<file path="src/asfs_pkg.sv">
// ----------------------------------------------------------------------------
// asfs_pkg
// Shared types, constants and the sampling rate table of the ADTS splitter.
// ----------------------------------------------------------------------------
`default_nettype none

package asfs_pkg;

  typedef enum logic [1:0] {
    PH_SEARCH = 2'd0,
    PH_HEADER = 2'd1,
    PH_FRAME  = 2'd2
  } phase_e;

  typedef enum logic [1:0] {
    ST_OK        = 2'd0,
    ST_BAD_SYNC  = 2'd1,
    ST_BAD_RATE  = 2'd2,
    ST_TOO_SHORT = 2'd3
  } status_e;

  typedef enum logic [1:0] {
    BK_IDLE = 2'd0,
    BK_MUL  = 2'd1,
    BK_DIV  = 2'd2,
    BK_HOLD = 2'd3
  } back_state_e;

  // Sync word
  localparam logic [7:0] SYNC_BYTE  = 8'hFF;
  localparam logic [7:0] SYNC2_MASK = 8'hF6;
  localparam logic [7:0] SYNC2_VAL  = 8'hF0;

  // Byte positions within the header
  localparam logic [12:0] POS_PROFILE = 13'd2;
  localparam logic [12:0] POS_CHAN    = 13'd3;
  localparam logic [12:0] POS_LEN_MID = 13'd4;
  localparam logic [12:0] POS_LEN_LO  = 13'd5;
  localparam logic [12:0] POS_PAYLOAD = 13'd6;

  localparam logic [3:0]  RATE_IDX_LIMIT = 4'd12;
  localparam logic [12:0] MIN_FRAME_LEN  = 13'd7;

  // 1024 samples * 1e6 us = 15625 << 16
  localparam int          US_SHIFT = 16;
  localparam logic [13:0] US_ODD   = 14'd15625;
  localparam int          RATE_W   = 17;
  localparam logic [62:0] TIME_MAX = '1;

  localparam int FIFO_DEPTH = 4;

  typedef struct packed {
    logic [7:0]  out_byte;
    logic        out_valid;
    logic        frame_end;
    logic        mpeg_version;
    logic [1:0]  profile;
    logic [2:0]  channel_config;
    logic [3:0]  rate_index;
    logic [12:0] frame_bytes;
    status_e     status;
    logic        run_last;
  } item_t;

  function automatic logic [RATE_W-1:0] rate_hz(input logic [3:0] idx);
    logic [RATE_W-1:0] r;
    case (idx)
      4'd0:    r = 17'd96000;
      4'd1:    r = 17'd88200;
      4'd2:    r = 17'd64000;
      4'd3:    r = 17'd48000;
      4'd4:    r = 17'd44100;
      4'd5:    r = 17'd32000;
      4'd6:    r = 17'd24000;
      4'd7:    r = 17'd22050;
      4'd8:    r = 17'd16000;
      4'd9:    r = 17'd12000;
      4'd10:   r = 17'd11025;
      default: r = 17'd8000;
    endcase
    return r;
  endfunction

endpackage

`default_nettype wire

</file>
<file path="src/asfs_front.sv">
// ----------------------------------------------------------------------------
// asfs_front
// Sync hunt and header decode; writes zero, one or two result entries per byte.
// ----------------------------------------------------------------------------
`default_nettype none

module asfs_front
  import asfs_pkg::*;
#(
  parameter int COUNT_BITS = 32,
  parameter int ENTRY_W    = $bits(item_t) + COUNT_BITS
) (
  input  wire logic               clk_i,
  input  wire logic               rst_ni,
  input  wire logic               accept_i,
  input  wire logic [7:0]         byte_i,
  output logic      [1:0]         wr_num_o,
  output logic      [ENTRY_W-1:0] wr0_o,
  output logic      [ENTRY_W-1:0] wr1_o
);

  phase_e                phase_q, phase_d;
  logic                  held_q, held_d;
  logic [12:0]           pos_q, pos_d;
  logic                  ver_q, ver_d;
  logic [1:0]            obj_q, obj_d;
  logic [3:0]            rate_q, rate_d;
  logic [2:0]            chan_q, chan_d;
  logic [12:0]           len_q, len_d;
  logic [COUNT_BITS-1:0] frames_q, frames_d;

  logic        strict;
  logic [13:0] pos_inc;
  logic [12:0] len_lo;
  logic        emit_sync, emit_fail, emit_frame, frame_done;
  status_e     fail_st;
  item_t       base, it0, it1;

  always_ff @(posedge clk_i or negedge rst_ni) begin
    if (!rst_ni) begin
      phase_q  <= PH_SEARCH;
      held_q   <= 1'b0;
      pos_q    <= '0;
      ver_q    <= 1'b0;
      obj_q    <= '0;
      rate_q   <= '0;
      chan_q   <= '0;
      len_q    <= '0;
      frames_q <= '0;
    end else begin
      phase_q  <= phase_d;
      held_q   <= held_d;
      pos_q    <= pos_d;
      ver_q    <= ver_d;
      obj_q    <= obj_d;
      rate_q   <= rate_d;
      chan_q   <= chan_d;
      len_q    <= len_d;
      frames_q <= frames_d;
    end
  end

  always_comb begin
    phase_d    = phase_q;
    held_d     = held_q;
    pos_d      = pos_q;
    ver_d      = ver_q;
    obj_d      = obj_q;
    rate_d     = rate_q;
    chan_d     = chan_q;
    len_d      = len_q;
    frames_d   = frames_q;
    emit_sync  = 1'b0;
    emit_fail  = 1'b0;
    emit_frame = 1'b0;
    frame_done = 1'b0;
    fail_st    = ST_OK;
    strict     = (phase_q == PH_HEADER);
    pos_inc    = {1'b0, pos_q} + 14'd1;
    len_lo     = {len_q[12:3], byte_i[7:5]};

    if (accept_i) begin
      case (phase_q)
        PH_FRAME: begin
          if (pos_q == POS_PROFILE) begin
            obj_d  = byte_i[7:6];
            rate_d = byte_i[5:2];
            chan_d = {byte_i[0], 2'b00};
            if (byte_i[5:2] >= RATE_IDX_LIMIT) begin
              emit_fail = 1'b1;
              fail_st   = ST_BAD_RATE;
            end
          end else if (pos_q == POS_CHAN) begin
            chan_d = {chan_q[2], byte_i[7:6]};
            len_d  = {byte_i[1:0], 11'd0};
          end else if (pos_q == POS_LEN_MID) begin
            len_d = {len_q[12:11], byte_i, 3'd0};
          end else if (pos_q == POS_LEN_LO) begin
            len_d = len_lo;
            if (len_lo < MIN_FRAME_LEN) begin
              emit_fail = 1'b1;
              fail_st   = ST_TOO_SHORT;
            end
          end
          if (!emit_fail) begin
            emit_frame = 1'b1;
            if (pos_q >= POS_PAYLOAD && pos_inc >= {1'b0, len_d}) begin
              frame_done = 1'b1;
              frames_d   = frames_q + 1'b1;
              phase_d    = PH_HEADER;
              held_d     = 1'b0;
              pos_d      = '0;
            end else begin
              pos_d = pos_inc[12:0];
            end
          end
        end
        default: begin
          if (held_q) begin
            if ((byte_i & SYNC2_MASK) == SYNC2_VAL) begin
              held_d    = 1'b0;
              phase_d   = PH_FRAME;
              pos_d     = POS_PROFILE;
              ver_d     = byte_i[3];
              obj_d     = '0;
              rate_d    = '0;
              chan_d    = '0;
              len_d     = '0;
              emit_sync = 1'b1;
            end else if (strict) begin
              emit_fail = 1'b1;
              fail_st   = ST_BAD_SYNC;
            end else begin
              held_d = (byte_i == SYNC_BYTE);
            end
          end else if (byte_i == SYNC_BYTE) begin
            held_d = 1'b1;
          end else if (strict) begin
            emit_fail = 1'b1;
            fail_st   = ST_BAD_SYNC;
          end
        end
      endcase
      // drop back to hunting; a failing 0xFF becomes the new candidate
      if (emit_fail) begin
        phase_d = PH_SEARCH;
        held_d  = (byte_i == SYNC_BYTE);
        pos_d   = '0;
      end
    end

    base                = '0;
    base.mpeg_version   = ver_d;
    base.profile        = obj_d;
    base.channel_config = chan_d;
    base.rate_index     = rate_d;
    base.frame_bytes    = len_d;
    base.status         = ST_OK;

    it0           = base;
    it0.out_byte  = emit_sync ? SYNC_BYTE : byte_i;
    it0.out_valid = emit_sync | emit_frame;
    it0.frame_end = frame_done;
    it0.status    = fail_st;
    it0.run_last  = !emit_sync;

    it1           = base;
    it1.out_byte  = byte_i;
    it1.out_valid = 1'b1;
    it1.run_last  = 1'b1;

    if (emit_sync) begin
      wr_num_o = 2'd2;
    end else if (emit_fail || emit_frame) begin
      wr_num_o = 2'd1;
    end else begin
      wr_num_o = 2'd0;
    end
    wr0_o = {it0, frames_d};
    wr1_o = {it1, frames_d};
  end

endmodule

`default_nettype wire

</file>
<file path="src/asfs_fifo.sv">
// ----------------------------------------------------------------------------
// asfs_fifo
// Short result queue between front and back; takes up to two entries a cycle.
// ----------------------------------------------------------------------------
`default_nettype none

module asfs_fifo
  import asfs_pkg::*;
#(
  parameter int WIDTH = 64
) (
  input  wire logic             clk_i,
  input  wire logic             rst_ni,
  input  wire logic [1:0]       wr_num_i,
  input  wire logic [WIDTH-1:0] wr0_i,
  input  wire logic [WIDTH-1:0] wr1_i,
  input  wire logic             rd_en_i,
  output logic      [WIDTH-1:0] rd_data_o,
  output logic                  empty_o,
  output logic                  full_o
);

  localparam int PTR_W = $clog2(FIFO_DEPTH);
  localparam int CNT_W = $clog2(FIFO_DEPTH + 1);

  logic [WIDTH-1:0] mem_q [FIFO_DEPTH];
  logic [PTR_W-1:0] wptr_q, wptr_d, rptr_q, rptr_d, wptr_nx;
  logic [CNT_W-1:0] cnt_q, cnt_d;

  assign wptr_nx   = wptr_q + 1'b1;
  assign rd_data_o = mem_q[rptr_q];
  assign empty_o   = (cnt_q == '0);
  // hold off the front unless two slots are free
  assign full_o    = (cnt_q > CNT_W'(FIFO_DEPTH - 2));

  always_comb begin
    wptr_d = wptr_q + PTR_W'(wr_num_i);
    rptr_d = rd_en_i ? rptr_q + 1'b1 : rptr_q;
    cnt_d  = cnt_q + CNT_W'(wr_num_i) - CNT_W'(rd_en_i);
  end

  always_ff @(posedge clk_i or negedge rst_ni) begin
    if (!rst_ni) begin
      wptr_q <= '0;
      rptr_q <= '0;
      cnt_q  <= '0;
    end else begin
      wptr_q <= wptr_d;
      rptr_q <= rptr_d;
      cnt_q  <= cnt_d;
    end
  end

  always_ff @(posedge clk_i) begin
    if (wr_num_i != 2'd0) begin
      mem_q[wptr_q] <= wr0_i;
    end
    if (wr_num_i == 2'd2) begin
      mem_q[wptr_nx] <= wr1_i;
    end
  end

endmodule

`default_nettype wire

</file>
<file path="src/asfs_back.sv">
// ----------------------------------------------------------------------------
// asfs_back
// Result stage: send time by multiply and bit-serial divide, output register.
// ----------------------------------------------------------------------------
`default_nettype none

module asfs_back
  import asfs_pkg::*;
#(
  parameter int COUNT_BITS = 32,
  parameter int ENTRY_W    = $bits(item_t) + COUNT_BITS
) (
  input  wire logic               clk_i,
  input  wire logic               rst_ni,
  input  wire logic               q_empty_i,
  input  wire logic [ENTRY_W-1:0] q_data_i,
  output logic                    q_rd_o,
  input  wire logic               pop_i,
  output logic                    empty_o,
  output item_t                   item_o,
  output logic      [31:0]        frame_count_o,
  output logic      [62:0]        time_us_o
);

  localparam int QW    = COUNT_BITS + 14 + US_SHIFT;
  localparam int QXW   = (QW > 63) ? QW : 64;
  localparam int CNT_W = $clog2(QW);

  back_state_e           state_q, state_d;
  logic                  out_v_q, out_v_d;
  item_t                 out_item_q, out_item_d;
  logic [COUNT_BITS-1:0] out_frames_q, out_frames_d;
  logic [62:0]           out_time_q, out_time_d;
  item_t                 job_item_q, job_item_d;
  logic [COUNT_BITS-1:0] job_frames_q, job_frames_d;
  logic [RATE_W-1:0]     rate_q, rate_d;
  logic [QW-1:0]         dvd_q, dvd_d;
  logic [RATE_W-1:0]     rem_q, rem_d;
  logic [CNT_W-1:0]      cnt_q, cnt_d;

  item_t                 head_item;
  logic [COUNT_BITS-1:0] head_frames;
  logic                  out_free;
  logic [COUNT_BITS+13:0] prod;
  logic [RATE_W:0]       rem2;
  logic                  ge;
  logic [QXW-1:0]        q_ext;
  logic                  sat;

  assign {head_item, head_frames} = q_data_i;
  assign out_free      = !out_v_q || pop_i;
  assign empty_o       = !out_v_q;
  assign item_o        = out_item_q;
  assign frame_count_o = 32'(out_frames_q);
  assign time_us_o     = out_time_q;

  always_ff @(posedge clk_i or negedge rst_ni) begin
    if (!rst_ni) begin
      state_q <= BK_IDLE;
      out_v_q <= 1'b0;
    end else begin
      state_q <= state_d;
      out_v_q <= out_v_d;
    end
  end

  always_ff @(posedge clk_i) begin
    out_item_q   <= out_item_d;
    out_frames_q <= out_frames_d;
    out_time_q   <= out_time_d;
    job_item_q   <= job_item_d;
    job_frames_q <= job_frames_d;
    rate_q       <= rate_d;
    dvd_q        <= dvd_d;
    rem_q        <= rem_d;
    cnt_q        <= cnt_d;
  end

  always_comb begin
    state_d      = state_q;
    out_v_d      = out_v_q && !pop_i;
    out_item_d   = out_item_q;
    out_frames_d = out_frames_q;
    out_time_d   = out_time_q;
    job_item_d   = job_item_q;
    job_frames_d = job_frames_q;
    rate_d       = rate_q;
    dvd_d        = dvd_q;
    rem_d        = rem_q;
    cnt_d        = cnt_q;
    q_rd_o       = 1'b0;
    prod         = job_frames_q * US_ODD;
    rem2         = {rem_q, dvd_q[QW-1]};
    ge           = (rem2 >= {1'b0, rate_q});
    q_ext        = QXW'(dvd_q);
    sat          = |q_ext[QXW-1:63];

    case (state_q)
      BK_IDLE: begin
        if (!q_empty_i) begin
          if (head_item.frame_end) begin
            q_rd_o       = 1'b1;
            job_item_d   = head_item;
            job_frames_d = head_frames;
            state_d      = BK_MUL;
          end else if (out_free) begin
            q_rd_o       = 1'b1;
            out_v_d      = 1'b1;
            out_item_d   = head_item;
            out_frames_d = head_frames;
            out_time_d   = '0;
          end
        end
      end
      BK_MUL: begin
        dvd_d   = {prod, {US_SHIFT{1'b0}}};
        rate_d  = rate_hz(job_item_q.rate_index);
        rem_d   = '0;
        cnt_d   = '0;
        state_d = BK_DIV;
      end
      BK_DIV: begin
        // one quotient bit per cycle, shifted in behind the dividend
        rem_d = ge ? RATE_W'(rem2 - {1'b0, rate_q}) : rem2[RATE_W-1:0];
        dvd_d = {dvd_q[QW-2:0], ge};
        cnt_d = cnt_q + 1'b1;
        if (cnt_q == CNT_W'(QW - 1)) begin
          state_d = BK_HOLD;
        end
      end
      BK_HOLD: begin
        if (out_free) begin
          out_v_d      = 1'b1;
          out_item_d   = job_item_q;
          out_frames_d = job_frames_q;
          out_time_d   = sat ? TIME_MAX : q_ext[62:0];
          state_d      = BK_IDLE;
        end
      end
      default: state_d = BK_IDLE;
    endcase
  end

endmodule

`default_nettype wire

</file>
<file path="src/adts_frame_sync_splitter.sv">
// ----------------------------------------------------------------------------
// adts_frame_sync_splitter
// ADTS byte stream splitter: sync hunt, header decode, frame send time.
// ----------------------------------------------------------------------------
//  Channel   Ports                        Request moves when
//  byte in   push, full, data_byte_i      push && !full
//  result    empty, pop, *_o fields       pop && !empty
//
//  The front takes one byte per cycle while the result queue has two free
//  slots. A result without a send time goes from the queue head into the
//  output register once it is free. A frame's last byte passes the back's
//  multiply step, then a divider that yields one quotient bit per cycle.
//  Reset is asynchronous, active low; all parser state and queues clear.
//  A stalled result side backs up the 4-entry queue; full rises at three entries.
// ----------------------------------------------------------------------------
`default_nettype none

module adts_frame_sync_splitter
  import asfs_pkg::*;
#(
  parameter int COUNT_BITS = 32
) (
  input  wire logic        clk_i,
  input  wire logic        rst_ni,
  input  wire logic        push,
  output logic             full,
  input  wire logic [7:0]  data_byte_i,
  output logic             empty,
  input  wire logic        pop,
  output logic [7:0]       out_byte_o,
  output logic             out_valid_o,
  output logic             frame_end_o,
  output logic [31:0]      frame_count_o,
  output logic [62:0]      time_us_o,
  output logic             mpeg_version_o,
  output logic [1:0]       profile_o,
  output logic [2:0]       channel_config_o,
  output logic [3:0]       rate_index_o,
  output logic [12:0]      frame_bytes_o,
  output logic [1:0]       status_o,
  output logic             run_last_o
);

  localparam int ENTRY_W = $bits(item_t) + COUNT_BITS;

  logic               accept;
  logic [1:0]         wr_num;
  logic [ENTRY_W-1:0] wr0, wr1, q_data;
  logic               q_rd, q_empty;
  item_t              item;

  assign accept = push && !full;

  asfs_front #(
    .COUNT_BITS(COUNT_BITS),
    .ENTRY_W   (ENTRY_W)
  ) u_front (
    .clk_i   (clk_i),
    .rst_ni  (rst_ni),
    .accept_i(accept),
    .byte_i  (data_byte_i),
    .wr_num_o(wr_num),
    .wr0_o   (wr0),
    .wr1_o   (wr1)
  );

  asfs_fifo #(
    .WIDTH(ENTRY_W)
  ) u_fifo (
    .clk_i    (clk_i),
    .rst_ni   (rst_ni),
    .wr_num_i (wr_num),
    .wr0_i    (wr0),
    .wr1_i    (wr1),
    .rd_en_i  (q_rd),
    .rd_data_o(q_data),
    .empty_o  (q_empty),
    .full_o   (full)
  );

  asfs_back #(
    .COUNT_BITS(COUNT_BITS),
    .ENTRY_W   (ENTRY_W)
  ) u_back (
    .clk_i        (clk_i),
    .rst_ni       (rst_ni),
    .q_empty_i    (q_empty),
    .q_data_i     (q_data),
    .q_rd_o       (q_rd),
    .pop_i        (pop),
    .empty_o      (empty),
    .item_o       (item),
    .frame_count_o(frame_count_o),
    .time_us_o    (time_us_o)
  );

  assign out_byte_o       = item.out_byte;
  assign out_valid_o      = item.out_valid;
  assign frame_end_o      = item.frame_end;
  assign mpeg_version_o   = item.mpeg_version;
  assign profile_o        = item.profile;
  assign channel_config_o = item.channel_config;
  assign rate_index_o     = item.rate_index;
  assign frame_bytes_o    = item.frame_bytes;
  assign status_o         = item.status;
  assign run_last_o       = item.run_last;

endmodule

`default_nettype wire

</file>
<file path="config.mk">
export PLATFORM = sky130hd
export DESIGN_NAME = adts_frame_sync_splitter
export DESIGN_NICKNAME = d
export VERILOG_FILES = /design/src/asfs_pkg.sv /design/src/asfs_front.sv /design/src/asfs_fifo.sv /design/src/asfs_back.sv /design/src/adts_frame_sync_splitter.sv
export SDC_FILE = /design/constraint.sdc
export NUM_CORES = 1
export LEC_CHECK = 0
export BUFFER_PORTS_ARGS = -buffer_cell sky130_fd_sc_hd__clkbuf_2
export CAP_MARGIN = 20
export CORE_ASPECT_RATIO = 1.4
export CORE_MARGIN = 5
export CORE_UTILIZATION = 50
export DETAILED_ROUTE_END_ITERATION = 10
export PLACE_DENSITY_LB_ADDON = 0.2
export SYNTH_ARGS = -nofsm -noshare
export SYNTH_HDL_FRONTEND = slang
export SYNTH_SLANG_ARGS = --single-unit
export TNS_END_PERCENT = 10
</file>
<file path="constraint.sdc">
create_clock -name clk_i -period 10.2 [get_ports clk_i]
set_clock_uncertainty 0.1 [all_clocks]
set_input_delay 0.51 -clock clk_i [delete_from_list [all_inputs] [get_ports clk_i]]
set_output_delay 0.51 -clock clk_i [all_outputs]
set_load 0.01 [all_outputs]
</file>
==> flow_summary.yaml <==
status:
  status: "finished clean"
place:
  placed_area_um2: 36730
  place_congestion: 0.8830
  portBuffers: 143
  dp_hpwl_um: 54850
power_and_ir_drop:
  power_mw: 8.446
  p_seq_share_pct: 46.2
  pwr_density_cell_nw_per_um2: 216.9
  p_comb_share_pct: 24.6
  switchingPower_mw: 2.613
  ir_drop_uv: 157.5
  internal-power_mw: 5.833
  swShare_pct: 30.94
  leakage_nw: 15.76
  p_clk_share_pct: 29.2
critical_path:
  reg2reg_slack_ns: 3.13
  critPathLaunchType: "flip-flop"
  crit_fanout: 7
  arrival_ns: 7.33
  crit_required_ns: 10.46
  reg2regPathDepth: 21
  crit_path_end: "u_back.dvd_q[61]$_DFFE_PP_"
  regToRegEndpoint: "u_back.dvd_q[61]$_DFFE_PP_"
  crit_path_end_kind: "flip-flop"
  cp-startpoint: "u_back.job_frames_q[3]$_DFFE_PP_"
  r2r_start: "u_back.job_frames_q[3]$_DFFE_PP_"
  path_class: "flip-flop to flip-flop"
synth:
  synth_top_area_share_pct: 47.14
  ys_warn_count: 0
  avgSynthCellArea_um2: 12.49
  synth_area_um2: 35030
  dominantRegCellSynth: "edfxtp_1"
  syn_inst: 2804
  syn_nets: 3158
  yosys.cell_count.top_type: "edfxtp_1"
  async_reset_ff_share_pct: 12.44
  synthTopCellsByCount: "edfxtp_1 (550), nor2_1 (330), inv_1 (292), ha_1 (205), nand2_1 (197)"
  synth_area_leaders: "edfxtp_1 (47%), fa_1 (7.8%), ha_1 (7.3%)"
  ys_ff_latch: 651
  yosysTopAreaCell: "edfxtp_1"
  synth-seq-area-share_pct: 54.07
  synth-edff-count: 550
  yosys.cell_types.count: 75
run:
  cap_violations: 0
sta:
  tns_ns: 0
  slew_viol_final: 0
  fin_crit_sh_pct: 69.31
  relSlewSlack_pct: 26.75
  rsz0062_at_grt: "false"
  clock.fmax_ghz: 0.1415
  setup_violations: 0
  hold_viol: 0
  tightest_slew_ns: 1.099
  min_period_ns: 7.070
grt:
  grt_max_degree: 102
  grt_pass1_wl_um: 124600
  grt_overflow: 0
  antenna_found_initial: 0
  grt_pass1_vias: 22360
  track_usage_pct: 21.03
route:
  drt_iter0_drc: 1265
  first_pass_iters: 6
  postRouteAntennaNets: 0
  drcViolationCount: 0
  viasPerCell: 5.424
  wl_um: 78210
  dr_total_vias: 21190
  wl_per_cell_um: 20.02
floorplanning:
  start_util_pct: 50.54
  fp.dieArea_um2: 75540
  die_h_um: 323.2
  die_w_um: 233.7
  rows: 114
  ios: 145
  design.core.area_um2: 69320
cells_and_area:
  fin_nets: 3280
  postLayoutCellArea_um2: 38930
  post-route-util_pct: 56.16
  fillCellCount: 5820
  multi_input_area_um2: 14630
  area_growth_pct: 11.12
  insertedDiodeCount: 0
  drive_gt1_share_pct: 15.28
  seq_area_um2: 18950
cts:
  clockRootBuffer: "clkbuf_16"
  cts.sinks: 651
  clk_path_buf_depth: 3
  clkLatencyLatePin_ns: 0.63
  cts.clk_slew.worst_paths_ns: 0.07
  ctsHoldBuffers: 1
  cts_tree: "yes"
  htree_levels: 3
  cts_inserted_buffers: 66
  cts_resized: 0
  postCtsSetupBuffers: 0
min_path:
  min_from: "push"
  hold_depth: 3
  hold_path_class: "primary input to flip-flop"
-- flip-flops by register name, summed over array words and instances, names as in the netlist, 3 cells and up --
name,cells
u_back.cnt_q,6
u_back.dvd_q,62
u_back.frame_count_o,32
u_back.item_o,36
u_back.job_frames_q,32
u_back.job_item_q,35
u_back.rate_q,16
u_back.rem_q,17
u_back.time_us_o,62
u_fifo.cnt_q,3
u_fifo.mem_q,272
u_front.chan_q,3
u_front.frames_q,32
u_front.len_q,13
u_front.pos_q,13
u_front.rate_q,4
-- worst max-delay path: stages, from the launching register on --
cell and delay, ns:
edfxtp_1 0.48, inv_1 0.17, fa_1 0.55, inv_1 0.05
fa_1 0.50, fa_1 0.57, fa_1 0.43, ha_1 0.30
inv_1 0.06, fa_1 0.50, inv_1 0.04, ha_1 0.39
a21o_1 0.24, a21o_1 0.18, a21oi_1 0.23, a31oi_1 0.26
a21o_1 0.30, a31o_2 0.27, or4b_2 0.63, a31oi_1 0.22
xnor2_1 0.08, mux2_2 0.26
-- how the worst min path moves through the flow --
| stage | to |
|---|---|
| final | u_front.held_q$_DFFE_PN0P_ |
| after global placement | u_fifo.mem_q[0][33]$_SDFFE_PP0P_ |
| after CTS | u_front.held_q$_DFFE_PN0P_ |
| after global routing | u_front.held_q$_DFFE_PN0P_ |
| after detailed placement | u_fifo.mem_q[2][33]$_SDFFE_PP0P_ |
| after floorplan | u_back.out_v_q$_DFF_PN0_ |
-- through the flow --
| stage | std cells | hold slack (ns) | setup slack [ns] |
|---|---|---|---|
| 2_1_floorplan | 2804 | 0.1144 | 2.634 |
| 3_3_place_gp | 3785 | 0.3301 | 3.244 |
| 3_5_place_dp | 3785 | 0.3424 | 3.147 |
| 4_1_cts | 3906 | 0.05131 | 3.129 |
| 5_1_grt | 3906 | 0.06658 | 2.758 |
| 6_report | 3906 | 0.09753 | 3.130 |
-- routing by layer --
metal,global-route usage [%],share of wire [%]
met4,6.437,2.7
met5,0,0
met2,38.81,53
met3,2.739,3.8
met1,25.69,40
-- logic make-up after synthesis --
kind of cell,share of synthesized area [%]
AO/OA/AOI/OAI,5.957
XOR/XNOR,2.575
adder cells (fa/ha/maj),15.15
buffers and inverters,4.375
flip-flops,54.07
multiplexers,7.418
other,0.01070
AND/OR/NAND/NOR,10.45
-- cells in the final DEF (no fill, tap or decap), types with 20 or more instances in the layout --
cell type  instances
xnor2_1           60
nand2_1          195
ha_1             202
inv_1            290
nor2_1           329
fa_1             137
edfxtp_1         550
buf_4             23
and3_1            27
xor2_1            43
clkbuf_16         67
nor3_1            21
mux2_2            85
mux4_2            68
a21o_1            31
o21ai_0          137
dfxtp_1           20
nand3_1           41
a21oi_1           78
and2_1            92
dfrtp_1           79
clkbuf_2         142
-- area by class of cell --
type / instances / area share (%)
Timing Repair Buffer: 166 / 2.295
Inverter: 295 / 2.851
Tap cell: 928 / 2.982
Multi-Input combinational cell: 1746 / 37.57
Sequential cell: 651 / 48.67
Clock inverter: 38 / 1.128
Clock buffer: 82 / 4.503
-- power groups by stage --
stage | Sequential (mW) | Clock (mW) | Combinational (mW)
after floorplan | 4.04 | 0 | 1.25
after global placement | 3.95 | 0 | 2.09
after detailed placement | 3.97 | 0 | 2.11
after CTS | 3.91 | 2.52 | 2.12
after global routing | 3.96 | 2.64 | 2.29
final | 3.90 | 2.47 | 2.08
(Power assumes the default switching activity.)
